**config.mk**
```make
export PLATFORM = sky130hd
export DESIGN_NAME = sampled_uart_transceiver
export DESIGN_NICKNAME = d
export VERILOG_FILES = /design/src/hdl/suart_pkg.sv /design/src/hdl/suart_queue.sv /design/src/hdl/suart_front.sv /design/src/hdl/suart_back.sv /design/src/hdl/sampled_uart_transceiver.sv
export SDC_FILE = /design/constraint.sdc
export NUM_CORES = 1
export LEC_CHECK = 0
export ABC_AREA = 1
export BUFFER_PORTS_ARGS = -buffer_cell sky130_fd_sc_hd__buf_4
export CORE_MARGIN = 1
export CORE_UTILIZATION = 45
export CTS_CLUSTER_DIAMETER = 150
export DETAILED_ROUTE_END_ITERATION = 7
export PLACE_DENSITY = 0.66
export SYNTH_ARGS = -nofsm -noshare
export SYNTH_HDL_FRONTEND = slang
export SYNTH_SLANG_ARGS = --single-unit
```
**constraint.sdc**
```tcl
create_clock -name clk -period 4.4 [get_ports clk]
set_clock_uncertainty 0.05 [all_clocks]
set_input_delay 0.66 -clock clk [delete_from_list [all_inputs] [get_ports clk]]
set_output_delay 0.66 -clock clk [all_outputs]
set_load 0.02 [all_outputs]
```
**src/hdl/suart_pkg.sv**
```systemverilog
// Shared types and constants for the sampled UART transceiver.
package suart_pkg;

  // Decoded operation kinds handed from the front end to the engine.
  typedef enum logic [1:0] {
    OP_TICK = 2'd0,
    OP_EDGE = 2'd1,
    OP_PUSH = 2'd2,
    OP_NOP  = 2'd3
  } op_kind_t;

  // Raw command codes on the input port.
  localparam logic [1:0] CMD_TICK = 2'd0;
  localparam logic [1:0] CMD_EDGE = 2'd1;
  localparam logic [1:0] CMD_PUSH = 2'd2;
  localparam logic [1:0] CMD_NOP  = 2'd3;

  // Bit slot limits of one frame.
  localparam int         SLOT_W     = 4;
  localparam logic [3:0] DATA_BITS  = 4'd8;
  localparam logic [3:0] LAST_SLOT  = 4'd10;
  localparam int         PHASE_W    = 8;

  // Decoupling queues: two entries, pointer and count widths.
  localparam int Q_DEPTH = 2;
  localparam int QP_W    = 1;
  localparam int QC_W    = 2;

  // One classified operation.
  typedef struct packed {
    op_kind_t    kind;
    logic [7:0]  tx_byte;
    logic        tx_last;
    logic        maj;
    logic        rx_level;
  } op_t;

  // One result transaction.
  typedef struct packed {
    logic        tx_line;
    logic        tx_active;
    logic        rx_active;
    logic        rx_valid;
    logic [7:0]  rx_byte;
    logic        rx_dropped;
    logic        push_accepted;
  } result_t;

  // Mode flags of the engine, exported for checking.
  typedef struct packed {
    logic sending;
    logic start_pending;
    logic receiving;
  } status_t;

endpackage

```
**src/hdl/suart_queue.sv**
```systemverilog
// Two-entry register queue used between the front end, engine and result port.
module suart_queue import suart_pkg::*; #(
  parameter int W = 1
) (
  input  logic         clk,
  input  logic         rst_n,
  input  logic         push,
  input  logic [W-1:0] wdata,
  output logic         full,
  input  logic         pop,
  output logic [W-1:0] rdata,
  output logic         empty
);

  logic [W-1:0]    store_r [Q_DEPTH];
  logic [QP_W-1:0] wr_ptr_r, wr_ptr_nxt;
  logic [QP_W-1:0] rd_ptr_r, rd_ptr_nxt;
  logic [QC_W-1:0] count_r, count_nxt;
  logic            do_push, do_pop;

  // Status and handshake qualification.
  assign full    = (count_r == QC_W'(Q_DEPTH));
  assign empty   = (count_r == '0);
  assign do_push = push & ~full;
  assign do_pop  = pop & ~empty;
  assign rdata   = store_r[rd_ptr_r];

  // Pointer and occupancy update.
  always_comb begin
    wr_ptr_nxt = do_push ? wr_ptr_r + 1'b1 : wr_ptr_r;
    rd_ptr_nxt = do_pop ? rd_ptr_r + 1'b1 : rd_ptr_r;
    count_nxt  = count_r;
    if (do_push && !do_pop) begin
      count_nxt = count_r + 1'b1;
    end else if (do_pop && !do_push) begin
      count_nxt = count_r - 1'b1;
    end
  end

  always_ff @(posedge clk) begin
    if (!rst_n) begin
      wr_ptr_r <= '0;
      rd_ptr_r <= '0;
      count_r  <= '0;
    end else begin
      wr_ptr_r <= wr_ptr_nxt;
      rd_ptr_r <= rd_ptr_nxt;
      count_r  <= count_nxt;
    end
  end

  // Entry storage needs no reset.
  always_ff @(posedge clk) begin
    if (do_push) begin
      store_r[wr_ptr_r] <= wdata;
    end
  end

endmodule

```
**src/hdl/suart_front.sv**
```systemverilog
// Front end: classifies raw input transactions into engine operations.
module suart_front import suart_pkg::*; (
  input  logic [1:0] in_command,
  input  logic [7:0] in_tx_byte,
  input  logic       in_tx_last,
  input  logic [2:0] in_rx_samples,
  input  logic       in_rx_level,
  output op_t        op
);

  // Command decode and three-sample majority vote.
  always_comb begin
    unique case (in_command)
      CMD_TICK: op.kind = OP_TICK;
      CMD_EDGE: op.kind = OP_EDGE;
      CMD_PUSH: op.kind = OP_PUSH;
      CMD_NOP:  op.kind = OP_NOP;
      default:  op.kind = OP_NOP;
    endcase
    op.tx_byte  = in_tx_byte;
    op.tx_last  = in_tx_last;
    op.maj      = (in_rx_samples[0] & in_rx_samples[1]) |
                  (in_rx_samples[0] & in_rx_samples[2]) |
                  (in_rx_samples[1] & in_rx_samples[2]);
    op.rx_level = in_rx_level;
  end

endmodule

```
**src/hdl/suart_back.sv**
```systemverilog
// Engine: transmit buffer, shared bit counter and receive sampling.
module suart_back import suart_pkg::*; #(
  parameter int TX_DEPTH = 16
) (
  input  logic    clk,
  input  logic    rst_n,
  input  logic    op_valid,
  input  op_t     op,
  output logic    op_take,
  input  logic    res_full,
  output logic    res_push,
  output result_t res,
  output status_t status
);

  localparam int FW = $clog2(TX_DEPTH + 1);
  localparam int IW = (TX_DEPTH > 1) ? $clog2(TX_DEPTH) : 1;

  logic [7:0]         tx_store_r [TX_DEPTH];
  logic [7:0]         rd_data_r;
  logic               wr_en;
  logic [IW-1:0]      wr_idx;

  logic [FW-1:0]      fill_r, fill_nxt;
  logic [FW-1:0]      left_r, left_nxt;
  logic [IW-1:0]      rd_idx_r, rd_idx_nxt;
  logic [IW-1:0]      load_idx_r, load_idx_nxt;
  logic [7:0]         tx_shift_r, tx_shift_nxt;
  logic               tx_level_r, tx_level_nxt;
  logic [SLOT_W-1:0]  slot_r, slot_nxt;
  logic [PHASE_W-1:0] phase_r, phase_nxt;
  logic [PHASE_W-1:0] phase_inc;
  status_t            mode_r, mode_nxt;
  logic [7:0]         rx_shift_r, rx_shift_nxt;
  logic [7:0]         tx_data;
  logic               busy;
  logic               fire;

  assign fire     = op_valid & ~res_full;
  assign op_take  = fire;
  assign res_push = fire;
  assign status   = mode_r;
  assign busy     = mode_r.sending | mode_r.start_pending | mode_r.receiving;
  assign phase_inc = phase_r + 1'b1;
  assign wr_idx   = fill_r[IW-1:0];
  // The first data slot takes the byte fetched from the buffer after the start slot.
  assign tx_data  = (slot_r == SLOT_W'(1)) ? rd_data_r : tx_shift_r;

  // Next-state logic for one operation.
  always_comb begin
    fill_nxt      = fill_r;
    left_nxt      = left_r;
    rd_idx_nxt    = rd_idx_r;
    load_idx_nxt  = load_idx_r;
    tx_shift_nxt  = tx_shift_r;
    tx_level_nxt  = tx_level_r;
    slot_nxt      = slot_r;
    phase_nxt     = phase_r;
    mode_nxt      = mode_r;
    rx_shift_nxt  = rx_shift_r;
    wr_en         = 1'b0;
    res           = '0;

    if (fire) begin
      unique case (op.kind)
        OP_TICK: begin
          if (busy) begin
            phase_nxt = phase_inc;
            if (phase_inc[0]) begin
              if (phase_inc == PHASE_W'(1) && mode_r.start_pending) begin
                // Start bit check by majority.
                mode_nxt.start_pending = 1'b0;
                if (!op.maj) begin
                  mode_nxt.receiving = 1'b1;
                  slot_nxt           = '0;
                end else begin
                  res.rx_dropped = 1'b1;
                end
              end else if (mode_r.sending) begin
                // Transmit slot.
                if (left_r == '0) begin
                  mode_nxt.sending = 1'b0;
                end else begin
                  if (slot_r == '0) begin
                    tx_level_nxt = 1'b0;
                    load_idx_nxt = rd_idx_r;
                    rd_idx_nxt   = (rd_idx_r == IW'(TX_DEPTH - 1)) ? '0 : rd_idx_r + 1'b1;
                  end else if (slot_r <= DATA_BITS) begin
                    tx_level_nxt = tx_data[0];
                    tx_shift_nxt = {1'b0, tx_data[7:1]};
                  end else begin
                    tx_level_nxt = 1'b1;
                  end
                  if (slot_r < LAST_SLOT) begin
                    slot_nxt = slot_r + 1'b1;
                  end else begin
                    slot_nxt = '0;
                    left_nxt = left_r - 1'b1;
                  end
                end
              end else if (mode_r.receiving) begin
                // Receive slot: data bits, then the stop check.
                if (slot_r < DATA_BITS) begin
                  rx_shift_nxt = {op.maj, rx_shift_r[7:1]};
                  slot_nxt     = slot_r + 1'b1;
                end else begin
                  if (op.maj && op.rx_level) begin
                    res.rx_valid = 1'b1;
                    res.rx_byte  = rx_shift_r;
                  end else begin
                    res.rx_dropped = 1'b1;
                  end
                  slot_nxt           = '0;
                  mode_nxt.receiving = 1'b0;
                end
              end
            end
          end
        end
        OP_EDGE: begin
          if (!mode_r.sending && !mode_r.receiving) begin
            phase_nxt              = '0;
            mode_nxt.start_pending = 1'b1;
          end
        end
        OP_PUSH: begin
          if (!busy) begin
            if (fill_r < FW'(TX_DEPTH)) begin
              wr_en             = 1'b1;
              fill_nxt          = fill_r + 1'b1;
              res.push_accepted = 1'b1;
            end
            if (op.tx_last) begin
              left_nxt         = fill_nxt;
              fill_nxt         = '0;
              rd_idx_nxt       = '0;
              slot_nxt         = '0;
              phase_nxt        = '0;
              mode_nxt.sending = 1'b1;
            end
          end
        end
        OP_NOP: begin
        end
        default: begin
        end
      endcase
    end

    res.tx_line   = tx_level_nxt;
    res.tx_active = mode_nxt.sending;
    res.rx_active = mode_nxt.start_pending | mode_nxt.receiving;
  end

  always_ff @(posedge clk) begin
    if (!rst_n) begin
      fill_r     <= '0;
      left_r     <= '0;
      rd_idx_r   <= '0;
      load_idx_r <= '0;
      tx_shift_r <= '0;
      tx_level_r <= 1'b1;
      slot_r     <= '0;
      phase_r    <= '0;
      mode_r     <= '0;
      rx_shift_r <= '0;
    end else begin
      fill_r     <= fill_nxt;
      left_r     <= left_nxt;
      rd_idx_r   <= rd_idx_nxt;
      load_idx_r <= load_idx_nxt;
      tx_shift_r <= tx_shift_nxt;
      tx_level_r <= tx_level_nxt;
      slot_r     <= slot_nxt;
      phase_r    <= phase_nxt;
      mode_r     <= mode_nxt;
      rx_shift_r <= rx_shift_nxt;
    end
  end

  // Transmit buffer: one write port, one registered read port.
  always_ff @(posedge clk) begin
    if (wr_en) begin
      tx_store_r[wr_idx] <= op.tx_byte;
    end
    rd_data_r <= tx_store_r[load_idx_r];
  end

endmodule

```
**src/hdl/sampled_uart_transceiver.sv**
```systemverilog
// Top level of the half-duplex sampled UART transceiver.
// Half-duplex UART (8N1 receive, 8N2 transmit) stepped by transactions: half-bit
// ticks, receive falling edges and transmit byte pushes, each answered by exactly one
// result transaction. The block takes one transaction per clock for as long as
// results are popped; the rate is set by the engine, which applies one operation per
// clock to its state. An accepted transaction is stored in the operation queue, and
// its result in the result queue, which drives the result ports. Two-entry queues
// sit before and after the engine, so a short stall on one side does not stop the
// other. Once the result side stops popping, full rises as soon as both queues have
// filled. The transmit buffer holds TX_DEPTH bytes and needs no clearing after reset.
module sampled_uart_transceiver import suart_pkg::*; #(
  parameter int TX_DEPTH = 16
) (
  input  logic       clk,
  input  logic       rst_n,
  input  logic       push,
  output logic       full,
  input  logic [1:0] in_command,
  input  logic [7:0] in_tx_byte,
  input  logic       in_tx_last,
  input  logic [2:0] in_rx_samples,
  input  logic       in_rx_level,
  output logic       empty,
  input  logic       pop,
  output logic       out_tx_line,
  output logic       out_tx_active,
  output logic       out_rx_active,
  output logic       out_rx_valid,
  output logic [7:0] out_rx_byte,
  output logic       out_rx_dropped,
  output logic       out_push_accepted
);

  op_t     front_op;
  op_t     head_op;
  logic    op_empty;
  logic    op_take;
  result_t eng_res;
  result_t out_res;
  logic    res_push;
  logic    res_full;
  status_t status;

  // Classify incoming transactions.
  suart_front u_front (
    .in_command    (in_command),
    .in_tx_byte    (in_tx_byte),
    .in_tx_last    (in_tx_last),
    .in_rx_samples (in_rx_samples),
    .in_rx_level   (in_rx_level),
    .op            (front_op)
  );

  // Queue of classified operations.
  suart_queue #(.W($bits(op_t))) u_op_q (
    .clk   (clk),
    .rst_n (rst_n),
    .push  (push),
    .wdata (front_op),
    .full  (full),
    .pop   (op_take),
    .rdata (head_op),
    .empty (op_empty)
  );

  // Engine.
  suart_back #(.TX_DEPTH(TX_DEPTH)) u_back (
    .clk      (clk),
    .rst_n    (rst_n),
    .op_valid (~op_empty),
    .op       (head_op),
    .op_take  (op_take),
    .res_full (res_full),
    .res_push (res_push),
    .res      (eng_res),
    .status   (status)
  );

  // Queue of finished results.
  suart_queue #(.W($bits(result_t))) u_res_q (
    .clk   (clk),
    .rst_n (rst_n),
    .push  (res_push),
    .wdata (eng_res),
    .full  (res_full),
    .pop   (pop),
    .rdata (out_res),
    .empty (empty)
  );

  assign out_tx_line       = out_res.tx_line;
  assign out_tx_active     = out_res.tx_active;
  assign out_rx_active     = out_res.rx_active;
  assign out_rx_valid      = out_res.rx_valid;
  assign out_rx_byte       = out_res.rx_byte;
  assign out_rx_dropped    = out_res.rx_dropped;
  assign out_push_accepted = out_res.push_accepted;

`ifndef ASSERT_OFF
  // Sending, start check and reception exclude each other.
  assert property (@(posedge clk) disable iff (!rst_n)
    $onehot0({status.sending, status.start_pending, status.receiving}))
    else $error("UART engine has more than one mode active");

  // The engine only produces a result when the result queue has room.
  assert property (@(posedge clk) disable iff (!rst_n)
    res_push |-> !res_full)
    else $error("Result produced while the result queue is full");

  // A finished reception is either kept or dropped, never both.
  assert property (@(posedge clk) disable iff (!rst_n)
    res_push |-> !(eng_res.rx_valid && eng_res.rx_dropped))
    else $error("Reception both kept and dropped");
`endif

endmodule

```
==> impl_metrics.yaml, run 1 <==
status:
  status: "finished clean"
power:
  power.ir.vdd_worst_v: 0.000433
  total_leakage_power_uw: 0.00453
  power.density_nw_per_um2: 619
detailed_routing:
  highest_layer: "met4"
  met1_length_um: 10700
  avgRoutedWirePerCell_um: 16.7
  num_vias: 7382
  detailedRoute.firstIterationViolations: 1046
  antenna_violating_nets_post_route: 0
  via_per_inst: 5.35
  drc: 0
  met3RoutedLength_um: 1360
  detailedRoute.firstPassIterationCount: 6
  routed-wl-met2_um: 10200
  totalWireLength_um: 23000
layout:
  final_layout_size_suffix_gt1_frac: 0.104
  antenna_cells_inserted: 0
  postLayoutCellArea_um2: 12100
  final_core_utilization: 0.526
  syn2layout_area_growth_pct: 13.2
  design.final.nets: 1085
clock_tree:
  clock_tree_from_tritoncts: "built"
  number_of_setup_buffers_added_after_cts: 0
  cts_resized: 0
  clkLatencyLatePin_ps: 530
  clk_pin_slew_ps: 60
  cts_num_sinks: 249
  clockBufferDepth: 3
  clock_tree.htree_level_count: 1
  tritoncts.num_buffers: 25
  holdBufCountCts: 0
  clockRootBuffer: "clkbuf_16"
synthesis:
  synth_area_leader_cell: "edfxtp_1"
  synth-seq-cells: 249
  synth_warnings: 0
  syn_area_um2: 10600
  synth_seq_area_share: 0.640
  synth-async-reset-ratio: 0
  syn_area_per_cell_um2: 10.4
  postSynthNetCount: 1062
  netlist.area_leader.share: 0.514
  postSynth.topFlopCell: "edfxtp_1"
  synth.top_cells.by_area: "edfxtp_1 (51%), dfxtp_1 (13%), nor2_1 (6.2%), nand2_1 (5.5%), o21ai_0 (5.3%)"
  synth-edff-count: 182
  yosys.cell_types.count: 42
  synthCells: 1024
timing:
  timing_worst_slew_pin_value_ps: 1130
  tns_ps: 0
  timing_max_transition_violations_final: 0
  worst_slew_margin_rel: 0.243
  rsz0062_at_grt: "false"
  fin_ws_ps: 813
  final_hold_vio_count: 0
  report.final.setup_viol: 0
  period_share: 0.815
  finalCriticalPeriod_ps: 3590
  fmax_mhz: 279
floorplan:
  core-area_um2: 22900
  dieWidth_um: 156
  rows: 55
  design.portCount: 35
  starting_utilization_of_the_core_area: 0.464
  design.die.area_um2: 24300
  die_h_um: 156
min_path:
  hold_start: "in_tx_byte[7]"
  hold_end: "u_op_q.store_r[1][10]"
  worstHoldPathCells: 1
  timing.hold.worst.class: "in2reg"
placed_design:
  port_buffers: 34
  gp_congestion: 0.872
  placedInstanceArea_um2: 11100
  dp.final_hpwl_um: 14900
  dp_worst_setup_slack_ps: 817
global_routing:
  grt_pass1_wl_um: 36700
  overflow: 0
  grt_max_degree: 65
  globalRouteTotalUtil: 0.194
  grt_pass1_vias: 7008
  grt_antenna_before_repair: 0
worst_setup_path:
  setup.reg_to_reg.worst_slack_ps: 810
  worst_r2r_path_depth: 10
  worst_setup_path_end_kind: "register"
  terminus_of_the_critical_flop_to_flop_path: "u_back.tx_store_r[8][6]"
  cp-start-kind: "register"
  cp.arrival_ps: 3700
  required_ps: 4510
  largest_fanout_on_the_critical_path: 15
  timing_worst_setup_path_type: "reg2reg"
flow_run:
  number_of_violations_of_the_max_capacitance_limit: 0
## cell usage after synthesis (2+ instances only)
cell type  instances
nor2_4             2
or2_2              3
o21ai_0          112
nor2_1           176
buf_2              2
nand4_1            8
clkbuf_1          35
edfxtp_1         182
mux2_2            14
dfxtp_1           67
xor2_1             7
o22ai_1           13
nor3_1             2
nand3_1           30
o21bai_1           3
nand4_2            2
a21oi_1           40
nand2_1          155
a31oi_1            3
a211oi_1           7
o211ai_1          12
inv_1             85
ha_1              19
buf_6              3
o21a_1             2
xnor2_1            2
buf_4              4
o221ai_1          20
## worst max-delay path by stage
stage | from | cells past startpoint | to | slack (ps)
3_3_place_gp | register | 10 | u_back.tx_store_r[12][4] | 960
2_1_floorplan | register | 10 | u_back.tx_store_r[0][0] | 1580
6_report | register | 10 | u_back.tx_store_r[8][6] | 810
5_1_grt | register | 10 | u_back.tx_store_r[2][2] | 460
3_5_place_dp | register | 10 | u_back.tx_store_r[2][4] | 820
4_1_cts | register | 10 | u_back.tx_store_r[8][4] | 830
## where the power goes
group / internal (µW) / switching [µW] / total (µW)
sequential: 3010 / 189 / 3200
combinational: 585 / 1340 / 1920
clock: 1460 / 880 / 2340
total: 5060 / 2410 / 7460
## placed cells by master (no fill, tap or decap), types with 3 or more instances in the layout
cell	synthesis	final
a31oi_1	3	3
bufinv_16	0	7
o221ai_1	20	20
inv_1	85	85
o211ai_1	12	12
o21bai_1	3	3
nand4_1	8	8
edfxtp_1	182	182
o22ai_1	13	13
mux2_2	14	14
nor2_1	176	176
o21ai_0	112	112
dfxtp_1	67	66
a211oi_1	7	7
clkbuf_16	0	25
clkinv_2	0	5
ha_1	19	19
buf_4	4	41
xor2_1	7	7
a21oi_1	40	40
nand2_1	155	155
clkinv_1	1	4
nand3_1	30	30
or2_2	3	3
## state kept, by name, summed over array words and instances, names as in the netlist, 5 cells and up, named ones only
| register | count |
|---|---|
| u_back.tx_store_r | 128 |
| u_res_q.store_r | 28 |
| u_op_q.store_r | 26 |
| u_back.phase_r | 8 |
| u_back.rd_data_r | 8 |
| u_back.rx_shift_r | 8 |
| u_back.tx_shift_r | 7 |
| u_back.fill_r | 5 |
| u_back.left_r | 5 |
## metal layers
layer  vias to the layer above  track usage
met5                         -            0
met4                         0       0.0738
met3                        61       0.0200
met2                       256        0.300
met1                      3478        0.281
li1                       3587            -
## critical path: stages, from the launching register on
cell and delay [ps]:
dfxtp_1 580, inv_1 280, or2_2 330, o21a_1 140, inv_1 130, ha_1 380, inv_1 100, nor4_1 290
buf_4 200, nand2_1 190, nor2_1 560
## cell type report
type | count | area (µm²)
Multi-Input combinational cell | 643 | 3300
Inverter | 87 | 327
Sequential cell | 249 | 6810
Timing Repair Buffer | 41 | 308
Fill cell | 1974 | 10900
Tap cell | 313 | 392
Clock inverter | 19 | 283
Clock buffer | 27 | 633
## cells by family after synthesis
kind of cell | Yosys count | share of synthesized area
fa+ha+maj | 20 | 0.0233
xor+xnor | 9 | 0.00741
compound gates | 215 | 0.117
mux | 14 | 0.0148
flops | 249 | 0.640
simple gates | 385 | 0.148
buf+inv | 132 | 0.0503
## per-stage QoR
stage,instances,power (µW),hold WS [ps]
after global placement,1333,5140,385
after global routing,1379,7850,246
after CTS,1379,7500,251
after floorplan,1024,4510,374
after detailed placement,1333,5170,396
final,1379,7460,264
(Power assumes the default switching activity.)
==> run 2, diff against run 1 <==
Settings changed: ABC_AREA 1 to 0.
Clock period 4.4 ns to 3.59 ns, I/O delays scaled along.
==> run 2 against run 1 <==
- global-route usage is 2.2 points lower
- via count is 18% lower
- non-clock buffer count is 1 higher
- hold slack worse by 99 ps
- maximum frequency is 13% higher
- critical path depth is 3 lower
- register-to-register slack worse by 400 ps
- power is 3.0% higher
- count of clock-buffer cells in the layout is 6 higher
- first-iteration DRC count is 56% lower
- die area is 0.37% lower
- critical path type unchanged
- critical endpoint is now u_res_q.store_r[1][6]
==> impl_metrics.yaml, run 2 <==
timing:
  timing_worst_slew_pin_value_ps: 1120
  tns_ps: 0
  finalCriticalPeriod_ps: 3180
  rsz0062_at_grt: "false"
  worst_slew_margin_rel: 0.252
  fin_worst_hold_slack_ps: 165
  fmax_mhz: 315
  timing_max_transition_violations_final: 0
  period_share: 0.885
  final_hold_vio_count: 0
  report.final.setup_viol: 0
synthesis:
  synth.top_cells.by_area: "edfxtp_1 (52%), dfxtp_1 (13%), mux4_2 (8.5%), mux2_2 (2.4%), ha_1 (2.2%)"
  synthMostInstantiatedCell: "edfxtp_1"
  synth_seq_area_share: 0.642
  synth-seq-cells: 249
  postSynthNetCount: 773
  synth-edff-count: 182
  postSynth.topFlopCell: "edfxtp_1"
  netlist.area_leader.share: 0.515
  synth_area_leader_cell: "edfxtp_1"
  synth-async-reset-ratio: 0
  synth_warnings: 0
  syn_area_um2: 10600
  post_synth_most_frequent_cells: "edfxtp_1 (182), dfxtp_1 (67), mux4_2 (40), nor2_1 (40), nand2_1 (38)"
  syn_area_per_cell_um2: 14.4
  synthCells: 735
  yosys.cell_types.count: 68
min_path:
  timing.hold.worst.class: "in2reg"
  hold_start: "in_tx_byte[0]"
detailed_routing:
  avgRoutedWirePerCell_um: 18.3
  totalWireLength_um: 19900
  detailedRoute.firstPassIterationCount: 5
  num_vias: 6046
  drc: 0
  via_per_inst: 5.56
  detailedRoute.firstIterationViolations: 462
  antenna_violating_nets_post_route: 0
power:
  total_leakage_power_uw: 0.00402
  power.ir.vdd_worst_v: 0.000436
  power.density_nw_per_um2: 645
status:
  status: "finished clean"
floorplan:
  starting_utilization_of_the_core_area: 0.464
  design.die.area_um2: 24200
  die_h_um: 155
  dieWidth_um: 155
  rows: 55
  design.portCount: 35
  core-area_um2: 22800
clock_tree:
  number_of_setup_buffers_added_after_cts: 0
  clkLatencyLatePin_ps: 510
  clockRootBuffer: "clkbuf_16"
  cts_num_sinks: 249
  cts_resized: 0
  clk_pin_slew_ps: 60
  holdBufCountCts: 0
  clock_tree.htree_level_count: 1
  tritoncts.num_buffers: 25
  clockBufferDepth: 3
  clock_tree_from_tritoncts: "built"
global_routing:
  grt_pass1_wl_um: 32200
  grt_max_degree: 54
  overflow: 0
  grt_antenna_before_repair: 0
  grt_pass1_vias: 5980
  globalRouteTotalUtil: 0.171
placed_design:
  port_buffers: 34
  gp_congestion: 0.874
  placedInstanceArea_um2: 11100
  dp.final_hpwl_um: 13700
worst_setup_path:
  cpLargestDelayFamily: "simple AND/OR/NAND/NOR gates"
  setup.reg_to_reg.worst_slack_ps: 410
  required_ps: 3790
  crit_path_top_delay_cell: "or4_4"
  critical_path_buf_inv_count: 0
  cp.arrival_ps: 3380
  terminus_of_the_critical_flop_to_flop_path: "u_res_q.store_r[1][6]"
  worstReg2RegStart: "u_back.phase_r[0]"
  worst_r2r_path_depth: 7
  crit_chain: "ha_1 > nand3_1 > or4_4 > a311oi_4 > nand2_2 > nor4bb_2 > and2_1"
  worst_setup_path_end_kind: "register"
  crit_end: "u_res_q.store_r[1][6]"
  crit_cells: 7
  slowest_delay_ps: 600
  cp-start-kind: "register"
  largest_fanout_on_the_critical_path: 13
  timing_worst_setup_path_type: "reg2reg"
  startpoint: "u_back.phase_r[0]"
layout:
  syn2layout_area_growth_pct: 12.3
  final_layout_size_suffix_gt1_frac: 0.200
  layout.cells.most_common: "edfxtp_1"
  largestRegisters: "u_back.tx_store_r (128), u_res_q.store_r (28), u_op_q.store_r (26)"
  largest_register_ff_count: 128
  final_cell_mix: "edfxtp_1 (182), dfxtp_1 (66), buf_4 (42), nor2_1 (40), mux4_2 (40)"
  antenna_cells_inserted: 0
  largest-register: "u_back.tx_store_r"
  postLayoutCellArea_um2: 11900
  fillCellCount: 1894
  design.final.nets: 795
flow_run:
  number_of_violations_of_the_max_capacitance_limit: 0
## run 2: changes by cell type in the layout (fill, tap and decap cells not counted), sizes merged, moves of 10 or more
cell / before / now
nand2: 157 / 39
nand3: 31 / 20
mux4: 0 / 40
o211ai: 12 / 1
nor2: 179 / 40
o22ai: 14 / 1
o221ai: 20 / 1
and2: 1 / 33
a21oi: 40 / 25
mux2: 14 / 24
o21ai: 113 / 28
mux2i: 0 / 21
inv: 88 / 19
## run 2: metrics by stage
| step | util | power (µW) | worst slack, ps | cells |
|---|---|---|---|---|
| global placement | 0.487 | 5200 | 384 | 1043 |
| detailed placement | 0.487 | 5260 | 230 | 1043 |
| global route | 0.521 | 8040 | 134 | 1088 |
| floorplan | - | 4730 | 632 | 735 |
| CTS | 0.521 | 7750 | 207 | 1088 |
| finish | 0.521 | 7690 | 413 | 1088 |
## run 2: how the worst min path moves through the flow
stage          slack [ps]                    to  cells past startpoint
6_report              170  u_op_q.store_r[0][3]                      1
2_1_floorplan         380  u_back.rx_shift_r[0]                      2
5_1_grt               140  u_op_q.store_r[0][3]                      1
3_3_place_gp          400  u_back.rx_shift_r[0]                      2
4_1_cts               140  u_op_q.store_r[0][3]                      1
3_5_place_dp          410     u_back.tx_level_r                      1
## run 2: power breakdown
part	total (µW)	switching [µW]	internal, µW	leakage [µW]
Combinational	1570	965	603	0.00143
Sequential	3630	141	3490	0.00220
Clock	2490	1030	1470	0.000393
## run 2: metal layers
metal / track usage / up-vias / wire [µm]
met5: 0 / - / 0
met4: 0.0453 / 0 / 410
met3: 0.0348 / 36 / 1190
met2: 0.277 / 185 / 9300
met1: 0.236 / 2995 / 8970
li1: - / 2830 / -
## run 2: cell families after synthesis
kind of cell    Yosys count  share of synthesized area
flops                   249                      0.642
compound gates          104                     0.0683
simple gates            200                      0.102
fa+ha+maj                20                     0.0234
mux                      85                      0.131
buf+inv                  66                     0.0250
xor+xnor                 11                    0.00909
## run 2: cell type report
cell class / instances / area, µm² / share of cell area
sequential: 249 / 6810 / 0.572
multi-input combinational: 420 / 3540 / 0.297
clock buffer: 33 / 676 / 0.0567
tap: 313 / 392 / 0.0329
timing repair buffer: 42 / 315 / 0.0265
clock inverter: 12 / 111 / 0.00935
inverter: 19 / 71.3 / 0.00599
==> run 3, diff against run 2 <==
Settings changed: ABC_AREA 0 to 1.
==> run 3 against run 2 <==
- sequential power grew 7.4%
- cell area up 1.3%
- critical endpoint is now u_back.tx_store_r[11][3]
- largest cell class unchanged
- power grew 14%
- clock power increased by 2%
- combinational power grew 48%
- count of clock-buffer cells in the layout is 2 lower
- via count up 21%
- critical path depth up 3
==> impl_metrics.yaml, run 3 (same netlist as run 1, synthesis figures left out) <==
layout:
  syn2layout_area_growth_pct: 13.4
  layout.cells.most_common: "edfxtp_1"
  design.final.nets: 1102
  largest-register: "u_back.tx_store_r"
  final_cell_mix: "edfxtp_1 (182), nor2_1 (176), nand2_1 (155), o21ai_0 (112), inv_1 (85)"
  final_cell_count_no_fill: 1395
  final_layout_size_suffix_gt1_frac: 0.112
  antenna_cells_inserted: 0
  largest_register_ff_count: 128
  largestRegisters: "u_back.tx_store_r (128), u_res_q.store_r (28), u_op_q.store_r (26)"
detailed_routing:
  totalWireLength_um: 22000
  num_vias: 7286
  drc: 0
  antenna_violating_nets_post_route: 0
  avgRoutedWirePerCell_um: 15.8
  via_per_inst: 5.22
  detailedRoute.firstIterationViolations: 654
  detailedRoute.firstPassIterationCount: 6
global_routing:
  grt_pass1_wl_um: 35700
  grt_antenna_before_repair: 0
  grt_pass1_vias: 6904
  overflow: 0
  grt_max_degree: 65
  globalRouteTotalUtil: 0.186
floorplan:
  dieWidth_um: 156
  design.portCount: 35
  die_h_um: 156
  core-area_um2: 22900
  design.die.area_um2: 24300
  starting_utilization_of_the_core_area: 0.464
  rows: 55
timing:
  fin_worst_hold_slack_ps: 141
  worst_slew_margin_rel: 0.270
  final_hold_vio_count: 0
  report.final.setup_viol: 0
  fmax_mhz: 321
  timing_max_transition_violations_final: 0
  finalCriticalPeriod_ps: 3110
  tns_ps: 0
  timing_worst_slew_pin_value_ps: 1090
  rsz0062_at_grt: "false"
  period_share: 0.867
worst_setup_path:
  slowest_delay_ps: 560
  setup.reg_to_reg.worst_slack_ps: 480
  critical_path.most_common_cell: "inv_1"
  crit_path_top_delay_cell: "nor2_1"
  cp.arrival_ps: 3230
  cp-start-kind: "register"
  timing_worst_setup_path_type: "reg2reg"
  terminus_of_the_critical_flop_to_flop_path: "u_back.tx_store_r[11][3]"
  worst_setup_path_end_kind: "register"
  required_ps: 3700
  crit_chain: "inv_1 > or2_2 > o21a_1 > inv_1 > ha_1 > inv_1 > nor4_1 > buf_4 > nand2_1 > nor2_1"
  largest_fanout_on_the_critical_path: 12
  worst_r2r_path_depth: 10
clock_tree:
  clockBufferDepth: 3
  cts_resized: 0
  clock_tree_from_tritoncts: "built"
  tritoncts.num_buffers: 26
  clock_tree.htree_level_count: 1
  clkLatencyLatePin_ps: 530
  clockRootBuffer: "clkbuf_16"
  cts_num_sinks: 249
  holdBufCountCts: 0
  number_of_setup_buffers_added_after_cts: 0
  clk_pin_slew_ps: 60
power:
  power.total_uw: 8770
  power.density_nw_per_um2: 727
  power.ir.vdd_worst_v: 0.000535
  total_leakage_power_uw: 0.00456
min_path:
  hold_start: "in_tx_byte[1]"
  hold_end: "u_op_q.store_r[1][4]"
  worstHoldPathCells: 1
  timing.hold.worst.class: "in2reg"
placed_design:
  port_buffers: 34
  gp_congestion: 0.814
  placed_cells_incl_taps: 1349
  dp.final_hpwl_um: 14100
flow_run:
  number_of_violations_of_the_max_capacitance_limit: 0
status:
  status: "finished clean"
[run 3: changes by cell type in the layout (fill, tap and decap cells not counted), sizes merged, moves of 10 or more]
| cell | before | now |
|---|---|---|
| mux2 | 24 | 14 |
| o211ai | 1 | 12 |
| nand2 | 39 | 157 |
| a21oi | 25 | 40 |
| mux2i | 21 | 0 |
| nor2 | 40 | 179 |
| o21ai | 28 | 113 |
| inv | 19 | 86 |
| and2 | 33 | 1 |
| mux4 | 40 | 0 |
| nand3 | 20 | 31 |
| o22ai | 1 | 14 |
| o221ai | 1 | 20 |
| buf | 42 | 57 |
[run 3: metrics by stage]
step | area (µm²) | setup WS [ps] | utilization
after floorplan | 10600 | 769 | -
after global placement | 11300 | 542 | 0.491
after detailed placement | 11300 | 413 | 0.491
after CTS | 12100 | 415 | 0.527
after global routing | 12100 | 127 | 0.527
final | 12100 | 476 | 0.527
[run 3: cell type report]
cell class	count	area [µm²]
Tap cell	313	392
Clock inverter	15	133
Multi-Input combinational cell	643	3300
Timing Repair Buffer	57	428
Fill cell	1969	10800
Clock buffer	31	679
Sequential cell	249	6810
Inverter	87	327
[run 3: metal layers]
metal	vias to the layer above	GRT usage	wire, µm
li1	3612	-	-
met1	3462	0.252	10000
met3	40	0.0211	968
met5	-	0	0
met4	0	0.0584	546
met2	172	0.313	10500
[run 3: worst max-delay path: cells and delay by family (launching register included)]
kind / cells / cell delay [ps]
DFF: 1 / 320
buffers and inverters: 4 / 590
AOI/OAI and AO/OA: 1 / 140
and+or+nand+nor: 4 / 1270
adders and majority gates: 1 / 380
[run 3: how the worst max path moves through the flow]
stage                  start                  endpoint  cells past startpoint
finish              register  u_back.tx_store_r[11][3]                     10
global route        register   u_back.tx_store_r[0][2]                     10
CTS                 register   u_back.tx_store_r[0][6]                     10
detailed placement  register   u_back.tx_store_r[0][4]                     10
global placement    register   u_back.tx_store_r[1][7]                     10
floorplan           register   u_back.tx_store_r[0][0]                     10
[run 3: power by group]
group	total (µW)	internal, µW	switching (µW)
logic	2330	726	1600
clock network	2550	1490	1060
registers	3900	3690	207
total	8770	5900	2870
